**src/hdl/nlm_pkg.sv**
```systemverilog
// Shared constants and control/status types for the NFA line matcher.
package nlm_pkg;

    localparam int TABLE_STATES_DEF = 64;
    localparam int LINE_LENGTH_DEF  = 256;

    localparam int SUCC_W  = 7;
    localparam int CHAR_W  = 8;
    localparam int INDEX_W = 6;
    localparam int FROM_W  = 8;
    localparam int TO_W    = 9;

    // Table entry layout in memory, lowest bits first.
    localparam int ENTRY_W = CHAR_W + 3 * SUCC_W;

    // Configuration register indexes.
    localparam logic [1:0] REG_STATES_IN_USE = 2'd0;
    localparam logic [1:0] REG_START_STATE   = 2'd1;
    localparam logic [1:0] REG_ANCHOR_START  = 2'd2;
    localparam logic [1:0] REG_ANCHOR_END    = 2'd3;

    typedef struct packed {
        logic wr_table;    // write one table entry
        logic wr_char;     // append one character to the line
        logic line_begin;  // first start position
        logic run_init;    // seed the active set for the current start
        logic scan_start;  // rewind the state scan
        logic scan_step;   // scan consumes a character (else epsilon)
        logic scan_run;    // issue table reads
        logic char_rd;     // read line character at current position
        logic char_latch;  // capture the line character
        logic step_done;   // move next set into active set
        logic next_from;   // advance start position
        logic out_hit;     // load a match result
        logic out_miss;    // load a no-match result
    } nlm_cmd_t;

    typedef struct packed {
        logic scan_busy;
        logic eps_changed;
        logic at_line_end;
        logic next_empty;
        logic hit;
        logic last_from;
        logic out_full;
        logic table_ok;
        logic line_room;
    } nlm_status_t;

endpackage

```
**src/hdl/nlm_ram.sv**
```systemverilog
// Generic simple dual-port RAM with registered read.
module nlm_ram #(
    parameter int WIDTH = 8,
    parameter int DEPTH = 64
) (
    input  logic                     aclk,
    input  logic                     we,
    input  logic [$clog2(DEPTH)-1:0] waddr,
    input  logic [WIDTH-1:0]         wdata,
    input  logic [$clog2(DEPTH)-1:0] raddr,
    output logic [WIDTH-1:0]         rdata
);

    logic [WIDTH-1:0] mem [DEPTH];

    always_ff @(posedge aclk) begin
        if (we) begin
            mem[waddr] <= wdata;
        end
        rdata <= mem[raddr];
    end

endmodule

```
**src/hdl/nlm_datapath.sv**
```systemverilog
// Datapath: table and line memories, state sets, positions and result register.
module nlm_datapath #(
    parameter int TABLE_STATES = nlm_pkg::TABLE_STATES_DEF,
    parameter int LINE_LENGTH  = nlm_pkg::LINE_LENGTH_DEF
) (
    input  logic                          aclk,
    input  logic                          aresetn,
    input  nlm_pkg::nlm_cmd_t             cmd,
    output nlm_pkg::nlm_status_t          status,
    input  logic [nlm_pkg::INDEX_W-1:0]   entry_index,
    input  logic [nlm_pkg::CHAR_W-1:0]    entry_char,
    input  logic [nlm_pkg::SUCC_W-1:0]    next_on_match,
    input  logic [nlm_pkg::SUCC_W-1:0]    next_on_miss,
    input  logic [nlm_pkg::SUCC_W-1:0]    next_epsilon,
    input  logic [nlm_pkg::CHAR_W-1:0]    text_char,
    input  logic [nlm_pkg::SUCC_W-1:0]    used_states,
    input  logic [nlm_pkg::INDEX_W-1:0]   start_state,
    input  logic                          anchor_start,
    input  logic                          anchor_end,
    output logic                          m_tvalid,
    input  logic                          m_tready,
    output logic                          found,
    output logic [nlm_pkg::FROM_W-1:0]    match_from,
    output logic signed [nlm_pkg::TO_W-1:0] match_to
);
    import nlm_pkg::*;

    localparam int SW = $clog2(TABLE_STATES);
    localparam int LW = $clog2(LINE_LENGTH);

    logic [ENTRY_W-1:0]      tbl_rdata;
    logic [CHAR_W-1:0]       line_rdata;

    logic [TABLE_STATES-1:0] active_reg, active_next;
    logic [TABLE_STATES-1:0] nset_reg, nset_next;
    logic [LW-1:0]           len_reg, len_next;
    logic [LW-1:0]           pos_reg, pos_next;
    logic [LW-1:0]           from_reg, from_next;
    logic [LW-1:0]           end1_reg, end1_next;
    logic                    acc_reg, acc_next;
    logic                    chg_reg, chg_next;
    logic                    step_reg, step_next;
    logic [CHAR_W-1:0]       c_reg, c_next;
    logic [SUCC_W-1:0]       cnt_reg, cnt_next;
    logic                    pv_reg, pv_next;
    logic [SW-1:0]           jd_reg, jd_next;
    logic                    ov_reg, ov_next;
    logic                    of_reg, of_next;
    logic [FROM_W-1:0]       ofrom_reg, ofrom_next;
    logic [TO_W-1:0]         oto_reg, oto_next;

    logic                    issue;
    logic [SUCC_W-1:0]       sel;
    logic                    take, s_acc, s_move;
    logic [SW-1:0]           s_idx;

    nlm_ram #(.WIDTH(ENTRY_W), .DEPTH(TABLE_STATES)) u_table (
        .aclk  (aclk),
        .we    (cmd.wr_table && status.table_ok),
        .waddr (entry_index[SW-1:0]),
        .wdata ({next_epsilon, next_on_miss, next_on_match, entry_char}),
        .raddr (cnt_reg[SW-1:0]),
        .rdata (tbl_rdata)
    );

    nlm_ram #(.WIDTH(CHAR_W), .DEPTH(LINE_LENGTH)) u_line (
        .aclk  (aclk),
        .we    (cmd.wr_char && status.line_room),
        .waddr (len_reg),
        .wdata (text_char),
        .raddr (pos_reg),
        .rdata (line_rdata)
    );

    assign issue  = cmd.scan_run && (cnt_reg < used_states);

    // Successor picked by the entry whose data just came back.
    always_comb begin
        if (step_reg) begin
            sel = (tbl_rdata[CHAR_W-1:0] == c_reg) ? tbl_rdata[CHAR_W +: SUCC_W]
                                                   : tbl_rdata[CHAR_W+SUCC_W +: SUCC_W];
        end else begin
            sel = tbl_rdata[CHAR_W+2*SUCC_W +: SUCC_W];
        end
    end

    assign take   = pv_reg && active_reg[jd_reg];
    assign s_acc  = take && (sel == SUCC_W'(TABLE_STATES));
    assign s_move = take && (sel != '0) && (sel < used_states);
    assign s_idx  = sel[SW-1:0];

    always_comb begin
        active_next = active_reg;
        nset_next   = nset_reg;
        len_next    = len_reg;
        pos_next    = pos_reg;
        from_next   = from_reg;
        end1_next   = end1_reg;
        acc_next    = acc_reg;
        chg_next    = chg_reg;
        step_next   = step_reg;
        c_next      = c_reg;
        cnt_next    = cnt_reg;
        pv_next     = issue;
        jd_next     = cnt_reg[SW-1:0];
        ov_next     = ov_reg && !m_tready;
        of_next     = of_reg;
        ofrom_next  = ofrom_reg;
        oto_next    = oto_reg;

        if (cmd.wr_char && status.line_room) begin
            len_next = len_reg + LW'(1);
        end
        if (cmd.line_begin) begin
            from_next = '0;
        end
        if (cmd.next_from) begin
            from_next = from_reg + LW'(1);
        end
        if (cmd.run_init) begin
            active_next = (SUCC_W'(start_state) < used_states)
                        ? (TABLE_STATES'(1) << start_state[SW-1:0]) : '0;
            acc_next    = 1'b0;
            end1_next   = '0;
            pos_next    = from_reg;
        end
        if (cmd.scan_start) begin
            cnt_next  = '0;
            pv_next   = 1'b0;
            chg_next  = 1'b0;
            step_next = cmd.scan_step;
            if (cmd.scan_step) begin
                nset_next = '0;
            end
        end else if (issue) begin
            cnt_next = cnt_reg + SUCC_W'(1);
        end
        if (cmd.char_latch) begin
            c_next = line_rdata;
        end

        // Fold in the entry read last cycle.
        if (s_acc) begin
            acc_next  = 1'b1;
            end1_next = step_reg ? pos_reg + LW'(1) : pos_reg;
        end
        if (s_move) begin
            if (step_reg) begin
                nset_next[s_idx] = 1'b1;
            end else begin
                active_next[s_idx] = 1'b1;
                if (!active_reg[s_idx]) begin
                    chg_next = 1'b1;
                end
            end
        end

        if (cmd.step_done) begin
            active_next = nset_reg;
            pos_next    = pos_reg + LW'(1);
        end

        if (cmd.out_hit) begin
            ov_next    = 1'b1;
            of_next    = 1'b1;
            ofrom_next = FROM_W'(from_reg);
            oto_next   = TO_W'(end1_reg) - TO_W'(1);
            len_next   = '0;
        end
        if (cmd.out_miss) begin
            ov_next    = 1'b1;
            of_next    = 1'b0;
            ofrom_next = '0;
            oto_next   = '0;
            len_next   = '0;
        end
    end

    always_ff @(posedge aclk) begin
        if (!aresetn) begin
            len_reg <= '0;
            pv_reg  <= 1'b0;
            ov_reg  <= 1'b0;
            cnt_reg <= '0;
        end else begin
            len_reg <= len_next;
            pv_reg  <= pv_next;
            ov_reg  <= ov_next;
            cnt_reg <= cnt_next;
        end
        active_reg <= active_next;
        nset_reg   <= nset_next;
        pos_reg    <= pos_next;
        from_reg   <= from_next;
        end1_reg   <= end1_next;
        acc_reg    <= acc_next;
        chg_reg    <= chg_next;
        step_reg   <= step_next;
        c_reg      <= c_next;
        jd_reg     <= jd_next;
        of_reg     <= of_next;
        ofrom_reg  <= ofrom_next;
        oto_reg    <= oto_next;
    end

    always_comb begin
        status.scan_busy   = (cnt_reg < used_states) || pv_reg;
        status.eps_changed = chg_reg;
        status.at_line_end = (pos_reg >= len_reg);
        status.next_empty  = (nset_reg == '0);
        status.hit         = acc_reg && (!anchor_end || (end1_reg == len_reg));
        status.last_from   = anchor_start || (from_reg == len_reg);
        status.out_full    = ov_reg && !m_tready;
        status.table_ok    = (SUCC_W'(entry_index) < SUCC_W'(TABLE_STATES));
        status.line_room   = (len_reg < LW'(LINE_LENGTH - 1));
    end

    assign m_tvalid   = ov_reg;
    assign found      = of_reg;
    assign match_from = ofrom_reg;
    assign match_to   = oto_reg;

endmodule

```
**src/hdl/nlm_ctrl.sv**
```systemverilog
// Controller: sequences loading, start positions, epsilon passes and steps.
module nlm_ctrl (
    input  logic                      aclk,
    input  logic                      aresetn,
    input  logic                      s_tvalid,
    output logic                      s_tready,
    input  logic                      mode,
    input  logic [nlm_pkg::CHAR_W-1:0] text_char,
    input  nlm_pkg::nlm_status_t      status,
    output nlm_pkg::nlm_cmd_t         cmd
);
    import nlm_pkg::*;

    typedef enum logic [3:0] {
        S_IDLE, S_INIT, S_EPS_START, S_EPS, S_CHECK,
        S_CHAR, S_STEP, S_STEP_DONE, S_EVAL
    } state_t;

    state_t state_reg, state_next;
    logic   acc;

    assign s_tready = (state_reg == S_IDLE);
    assign acc      = s_tvalid && s_tready;

    always_comb begin
        state_next = state_reg;
        cmd        = '0;
        unique case (state_reg)
            S_IDLE: begin
                if (acc) begin
                    if (!mode) begin
                        cmd.wr_table = 1'b1;
                    end else if (text_char != '0) begin
                        cmd.wr_char = 1'b1;
                    end else begin
                        cmd.line_begin = 1'b1;
                        state_next     = S_INIT;
                    end
                end
            end
            S_INIT: begin
                cmd.run_init = 1'b1;
                state_next   = S_EPS_START;
            end
            S_EPS_START: begin
                cmd.scan_start = 1'b1;
                state_next     = S_EPS;
            end
            S_EPS: begin
                cmd.scan_run = 1'b1;
                if (!status.scan_busy) begin
                    state_next = status.eps_changed ? S_EPS_START : S_CHECK;
                end
            end
            S_CHECK: begin
                if (status.at_line_end) begin
                    state_next = S_EVAL;
                end else begin
                    cmd.char_rd = 1'b1;
                    state_next  = S_CHAR;
                end
            end
            S_CHAR: begin
                cmd.char_latch = 1'b1;
                cmd.scan_start = 1'b1;
                cmd.scan_step  = 1'b1;
                state_next     = S_STEP;
            end
            S_STEP: begin
                cmd.scan_run = 1'b1;
                if (!status.scan_busy) begin
                    state_next = S_STEP_DONE;
                end
            end
            S_STEP_DONE: begin
                cmd.step_done = 1'b1;
                state_next    = status.next_empty ? S_EVAL : S_EPS_START;
            end
            S_EVAL: begin
                if (!status.out_full) begin
                    if (status.hit) begin
                        cmd.out_hit = 1'b1;
                        state_next  = S_IDLE;
                    end else if (status.last_from) begin
                        cmd.out_miss = 1'b1;
                        state_next   = S_IDLE;
                    end else begin
                        cmd.next_from = 1'b1;
                        state_next    = S_INIT;
                    end
                end
            end
            default: state_next = S_IDLE;
        endcase
    end

    always_ff @(posedge aclk) begin
        if (!aresetn) begin
            state_reg <= S_IDLE;
        end else begin
            state_reg <= state_next;
        end
    end

endmodule

```
**src/hdl/nfa_line_matcher_top.sv**
```systemverilog
// Top level of the NFA line matcher: stream ports, APB registers, control and datapath.
//
// Usage:
//   The slave stream carries one item per transfer. tuser[0] selects the kind:
//   0 writes one NFA table entry, 1 supplies one line character. A zero line
//   character ends the line and starts matching; every other item gives no result.
//   The master stream returns one result per line: found, match_from, match_to.
//   Configuration is written through the APB port; the user must do so only while
//   the block is idle, which the block itself does not enforce.
// Sequence:
//   A line end, per start position tried, seeds the set, runs an epsilon closure
//   (passes over the n states in use until the set stops growing), then per
//   character consumed a step scan followed by another closure, and then evaluates.
//   The walk over the table memory, one entry per cycle, sets the pace.
// Reset:
//   aresetn clears the line length, the result valid flag, the controller and the
//   configuration registers; the table and line memories keep whatever they hold.
// Stall:
//   The result waits in an output register; table and character transfers go
//   on meanwhile. A following line end holds at evaluation until it is taken.
module nfa_line_matcher_top #(
    parameter int TABLE_STATES = nlm_pkg::TABLE_STATES_DEF,
    parameter int LINE_LENGTH  = nlm_pkg::LINE_LENGTH_DEF
) (
    input  logic        aclk,
    input  logic        aresetn,
    input  logic        s_tvalid,
    output logic        s_tready,
    // entry_index[5:0], entry_char[13:6], next_on_match[20:14],
    // next_on_miss[27:21], next_epsilon[34:28], text_char[42:35], zero fill
    input  logic [47:0] s_tdata,
    // mode[0]
    input  logic [0:0]  s_tuser,
    output logic        m_tvalid,
    input  logic        m_tready,
    // found[0], match_from[8:1], match_to[17:9], zero fill
    output logic [23:0] m_tdata,
    input  logic        psel,
    input  logic        penable,
    input  logic        pwrite,
    input  logic [3:0]  paddr,
    input  logic [31:0] pwdata,
    output logic [31:0] prdata,
    output logic        pready
);
    import nlm_pkg::*;

    nlm_cmd_t    cmd;
    nlm_status_t status;

    logic [SUCC_W-1:0]  siu_reg;
    logic [INDEX_W-1:0] start_reg;
    logic               anc_s_reg;
    logic               anc_e_reg;
    logic [SUCC_W-1:0]  used_states;
    logic               cfg_wr;

    logic               found;
    logic [FROM_W-1:0]  match_from;
    logic signed [TO_W-1:0] match_to;

    assign pready = 1'b1;
    assign cfg_wr = psel && penable && pwrite && pready;

    // Write the addressed register in the access cycle.
    always_ff @(posedge aclk) begin
        if (!aresetn) begin
            siu_reg   <= SUCC_W'(1);
            start_reg <= '0;
            anc_s_reg <= 1'b0;
            anc_e_reg <= 1'b0;
        end else if (cfg_wr) begin
            unique case (paddr[3:2])
                REG_STATES_IN_USE: siu_reg   <= pwdata[SUCC_W-1:0];
                REG_START_STATE:   start_reg <= pwdata[INDEX_W-1:0];
                REG_ANCHOR_START:  anc_s_reg <= pwdata[0];
                REG_ANCHOR_END:    anc_e_reg <= pwdata[0];
                default: ;
            endcase
        end
    end

    always_comb begin
        unique case (paddr[3:2])
            REG_STATES_IN_USE: prdata = 32'(siu_reg);
            REG_START_STATE:   prdata = 32'(start_reg);
            REG_ANCHOR_START:  prdata = 32'(anc_s_reg);
            REG_ANCHOR_END:    prdata = 32'(anc_e_reg);
            default:           prdata = '0;
        endcase
    end

    // Clamp the number of states in use to the table size.
    assign used_states = (siu_reg > SUCC_W'(TABLE_STATES)) ? SUCC_W'(TABLE_STATES) : siu_reg;

    nlm_ctrl u_ctrl (
        .aclk      (aclk),
        .aresetn   (aresetn),
        .s_tvalid  (s_tvalid),
        .s_tready  (s_tready),
        .mode      (s_tuser[0]),
        .text_char (s_tdata[42:35]),
        .status    (status),
        .cmd       (cmd)
    );

    nlm_datapath #(
        .TABLE_STATES (TABLE_STATES),
        .LINE_LENGTH  (LINE_LENGTH)
    ) u_dp (
        .aclk          (aclk),
        .aresetn       (aresetn),
        .cmd           (cmd),
        .status        (status),
        .entry_index   (s_tdata[5:0]),
        .entry_char    (s_tdata[13:6]),
        .next_on_match (s_tdata[20:14]),
        .next_on_miss  (s_tdata[27:21]),
        .next_epsilon  (s_tdata[34:28]),
        .text_char     (s_tdata[42:35]),
        .used_states   (used_states),
        .start_state   (start_reg),
        .anchor_start  (anc_s_reg),
        .anchor_end    (anc_e_reg),
        .m_tvalid      (m_tvalid),
        .m_tready      (m_tready),
        .found         (found),
        .match_from    (match_from),
        .match_to      (match_to)
    );

    assign m_tdata = {6'd0, match_to, match_from, found};

endmodule
```
**config.mk**
```make
export PLATFORM = sky130hd
export DESIGN_NAME = nfa_line_matcher_top
export DESIGN_NICKNAME = d
export VERILOG_FILES = /design/src/hdl/nlm_pkg.sv /design/src/hdl/nlm_ram.sv /design/src/hdl/nlm_datapath.sv /design/src/hdl/nlm_ctrl.sv /design/src/hdl/nfa_line_matcher_top.sv
export SDC_FILE = /design/constraint.sdc
export NUM_CORES = 2
export LEC_CHECK = 0
export BUFFER_PORTS_ARGS = -buffer_cell sky130_fd_sc_hd__clkbuf_2
export CAP_MARGIN = 20
export CORE_ASPECT_RATIO = 0.6
export CORE_MARGIN = 1
export CORE_UTILIZATION = 54
export CTS_CLUSTER_SIZE = 10
export DETAILED_ROUTE_END_ITERATION = 6
export PLACE_DENSITY = 0.76
export SYNTH_ARGS = -nofsm -noshare
export SYNTH_HDL_FRONTEND = slang
export SYNTH_SLANG_ARGS = --single-unit
```
**constraint.sdc**
```tcl
create_clock -name aclk -period 3.6 [get_ports aclk]
set_input_delay 0.72 -clock aclk [delete_from_list [all_inputs] [get_ports aclk]]
set_output_delay 0.72 -clock aclk [all_outputs]
set_load 0.005 [all_outputs]
```
==> flow_metrics.tcl <==
set metrics [dict create \
    clock.fmax_mhz 277 \
    cp-startpoint "u_dp.c_reg[0]" \
    endpoint "u_dp.active_reg[57]" \
    rrSetupSlack_ns -0.01 \
    routed_via_density 6.87 \
    grt_max_degree 216 \
    crit_buf_inv 5 \
    path_max_fanout 6 \
    fin_crit_sh 1.00 \
    worstReg2RegStart "u_dp.c_reg[0]" \
    clockBufferDepth 4 \
    post_synth.cell_area_avg_um2 22.1 \
    vias 83009 \
    dpl.hpwl_mm 258 \
    synth_top_area_frac 0.731 \
    cts_hold_buf 0 \
    cts_inserted_buffers 459 \
    p_leak_nw 56.8 \
    ys.flop_type "edfxtp_1" \
    ys_async_sr_fraction 0 \
    hp-class "input port to register" \
    clk_pin_slew_worst_paths_ns 0.06 \
    clkLatencyLatePin_ns 0.96 \
    start_kind "register" \
    clockRootBuffer "clkbuf_16" \
    die_h_um 426 \
    dieArea_mm2 0.302 \
    drtIter0Drc 14013 \
    yosys.cell_count.top_type "edfxtp_1" \
    area_growth_pct 14.0 \
    htree_levels 5 \
    crit_path_max_incr_delay_ns 0.43 \
    ant_nets 0 \
    yosysUniqueCellTypes 73 \
    largest_register_ffs 2048 \
    synth_area_leaders "edfxtp_1 73%, mux4_2 18%, dfxtp_1 2.8%" \
    slowest_stage "edfxtp_1" \
    wl_per_cell_um 36.4 \
    start_util 0.543 \
    grt_setup_unrepaired "true" \
    irDropWorstVdd_v 0.000508 \
    firstDrtPassIters 7 \
    drv_cap 0 \
    drv_slew 150 \
    gp_congestion 0.975 \
    crit_chain "xnor2_2, buf_4, nand4_1, o21ai_1, a31o_2, inv_2, ha_4, a21o_1, a21o_1, a21oi_2, o311ai_4, buf_4, a21oi_4, buf_6, nand4_1, buf_6, nand2b_4, a21oi_2" \
    largest_register "u_dp.u_line.mem" \
    tightestPinTransition_ns 1.69 \
    portBuffers 86 \
    synth_area_leader_cell "edfxtp_1" \
    power.density_mw_per_mm2 562 \
    drive_gt1_frac 0.315 \
    power_mw 104 \
    yosysSeqAreaShare 0.759 \
    arrival_ns 4.45 \
    synth_edf_count 3937 \
    multi_input_area_mm2 0.0380 \
    relSlewSlack -0.125 \
    synth-seq-cells 4164 \
    dieWidth_um 708 \
    tns_ns -0.0139 \
    setup_viol 2 \
    grt_remaining_overflow 0 \
    endpoint_kind "register" \
    cts_tree "yes" \
    grt_antenna_before_repair 44 \
    violations "DRC, slew limit, setup timing" \
    critical_path_class "register to register" \
    reg_top3 "u_dp.u_line.mem x2048, u_dp.u_table.mem x1856" \
    post-route-min-period_ns 3.61 \
    fin_area_mm2 0.184 \
    path_depth 18 \
    rows 155 \
    nFillCells 19166 \
    fin_hold_ws_ns 0.124 \
    grt_usage 0.292 \
    drcViolationCount 32 \
    place_inst 11487 \
    worstRegToRegCells 18 \
    outcome "complete, but fails checks" \
    grt_pass1_vias 82116 \
    synth_common_cells "3,937 x edfxtp_1, 1,311 x mux4_2, 492 x nor2_1" \
    yosysWarnings 0 \
    hold_violations 0 \
    post_dp_cell_area_mm2 0.172 \
    finalWorstSetupSlack_ns -0.0116 \
    hold_path_depth 3 \
    synthesis.area_mm2 0.162 \
    wl_mm 439 \
    ioPinCount 151 \
    regArea_mm2 0.123 \
    core_mm2 0.298 \
    clock_sinks 4164 \
    finalClockSkew_ns 0.0801 \
    grt_pass1_wl_mm 619 \
    required_ns 4.43 \
    fin_nets 8081 \
    cp_top_family "compound AO/OA/AOI/OAI gates" \
    postSynthCellCount 7307 \
    r2r-end "u_dp.active_reg[57]" \
    final_cells 12079 \
]
-- how the worst min path moves through the flow --
| stage | from | end | slack, ns |
|---|---|---|---|
| 6_report | pwdata[1] | siu_reg[1] | 0.12 |
| 5_1_grt | pwdata[5] | start_reg[5] | 0.11 |
| 4_1_cts | pwdata[1] | siu_reg[1] | 0.06 |
| 3_5_place_dp | u_dp.nset_reg[24] | u_dp.nset_reg[24] | 0.47 |
| 3_3_place_gp | u_dp.nset_reg[14] | u_dp.nset_reg[14] | 0.46 |
| 2_1_floorplan | u_dp.cnt_reg[0] | u_dp.jd_reg[0] | 0.35 |
-- repair_timing --
item	4_1_cts	5_1_grt
setup endpoints to repair	118	117
buffers inserted	5	3
gates cloned	2	1
resized for setup	16	46
pin swaps	9	25
-- worst min-delay path, stage by stage --
cell      delay (ns)
clkbuf_2        0.09
mux2i_1         0.06
nor2b_1         0.10
-- logic make-up (layout without fill, tap and decap cells) --
logic type,Yosys count,in the layout,synth area share
buffers and inverters,468,1192,0.0119
DFF,4164,4164,0.759
muxes,1356,1356,0.185
AOI/OAI and AO/OA,313,314,0.0135
xor gates and xnor gates,60,60,0.00325
other,2,46,0.0000464
and+or+nand+nor,911,911,0.0242
adders and majority gates,33,33,0.00252
-- cell type report --
| class | instances | area share |
|---|---|---|
| flip-flops and latches | 4164 | 0.666 |
| multi-input cells | 2714 | 0.206 |
| clock buffers | 551 | 0.0648 |
| repair buffers | 593 | 0.0334 |
| well taps | 4003 | 0.0272 |
| clock inverters | 22 | 0.00194 |
| inverters | 26 | 0.000529 |
| diodes | 6 | 0.0000815 |
-- cells in the final DEF (no fill, tap or decap), types with 13 or more instances in the layout --
cell,synthesis,routed
edfxtp_1,3937,3937
mux4_2,1311,1311
clkbuf_16,0,464
nor2_1,492,423
buf_4,34,357
dfxtp_1,227,220
nand2_1,204,200
buf_12,0,138
clkbuf_1,301,86
clkbuf_2,1,78
a21oi_1,73,67
nor2_4,0,64
o21ai_0,65,62
a221oi_1,51,48
nand3_1,47,42
conb_1,2,40
mux2i_1,35,33
nor3_1,35,32
xnor2_1,34,30
ha_1,31,28
nor2b_1,26,26
xor2_1,26,26
nor4_1,26,23
inv_1,23,22
a22o_1,21,21
nand4_1,16,16
a21o_1,17,16
nand2b_1,15,13
-- layer usage --
| layer | global-route usage | share of wire | wire [um] | up-vias |
|---|---|---|---|---|
| li1 | - | - | - | 31878 |
| met1 | 0.429 | 0.38 | 166000 | 43781 |
| met2 | 0.417 | 0.44 | 192000 | 6520 |
| met3 | 0.105 | 0.15 | 67100 | 796 |
| met4 | 0.0816 | 0.030 | 13300 | 34 |
| met5 | 0 | 0.00057 | 249 | - |
-- per-stage QoR --
stage	util	worst slack, ns
finish	0.619	-0.0116
detailed placement	0.576	-0.188
global placement	0.576	-0.106
global route	0.619	-0.0744
CTS	0.618	0.00328
floorplan	-	0.0286
-- power by group --
part           internal [mW]  switching (mW)  total, mW
registers               53.2           0.214       53.4
logic                   3.83            5.26       9.09
clock network           23.0            18.0       41.0
total                   80.1            23.5        104
Power figures use the tool's default switching activity.
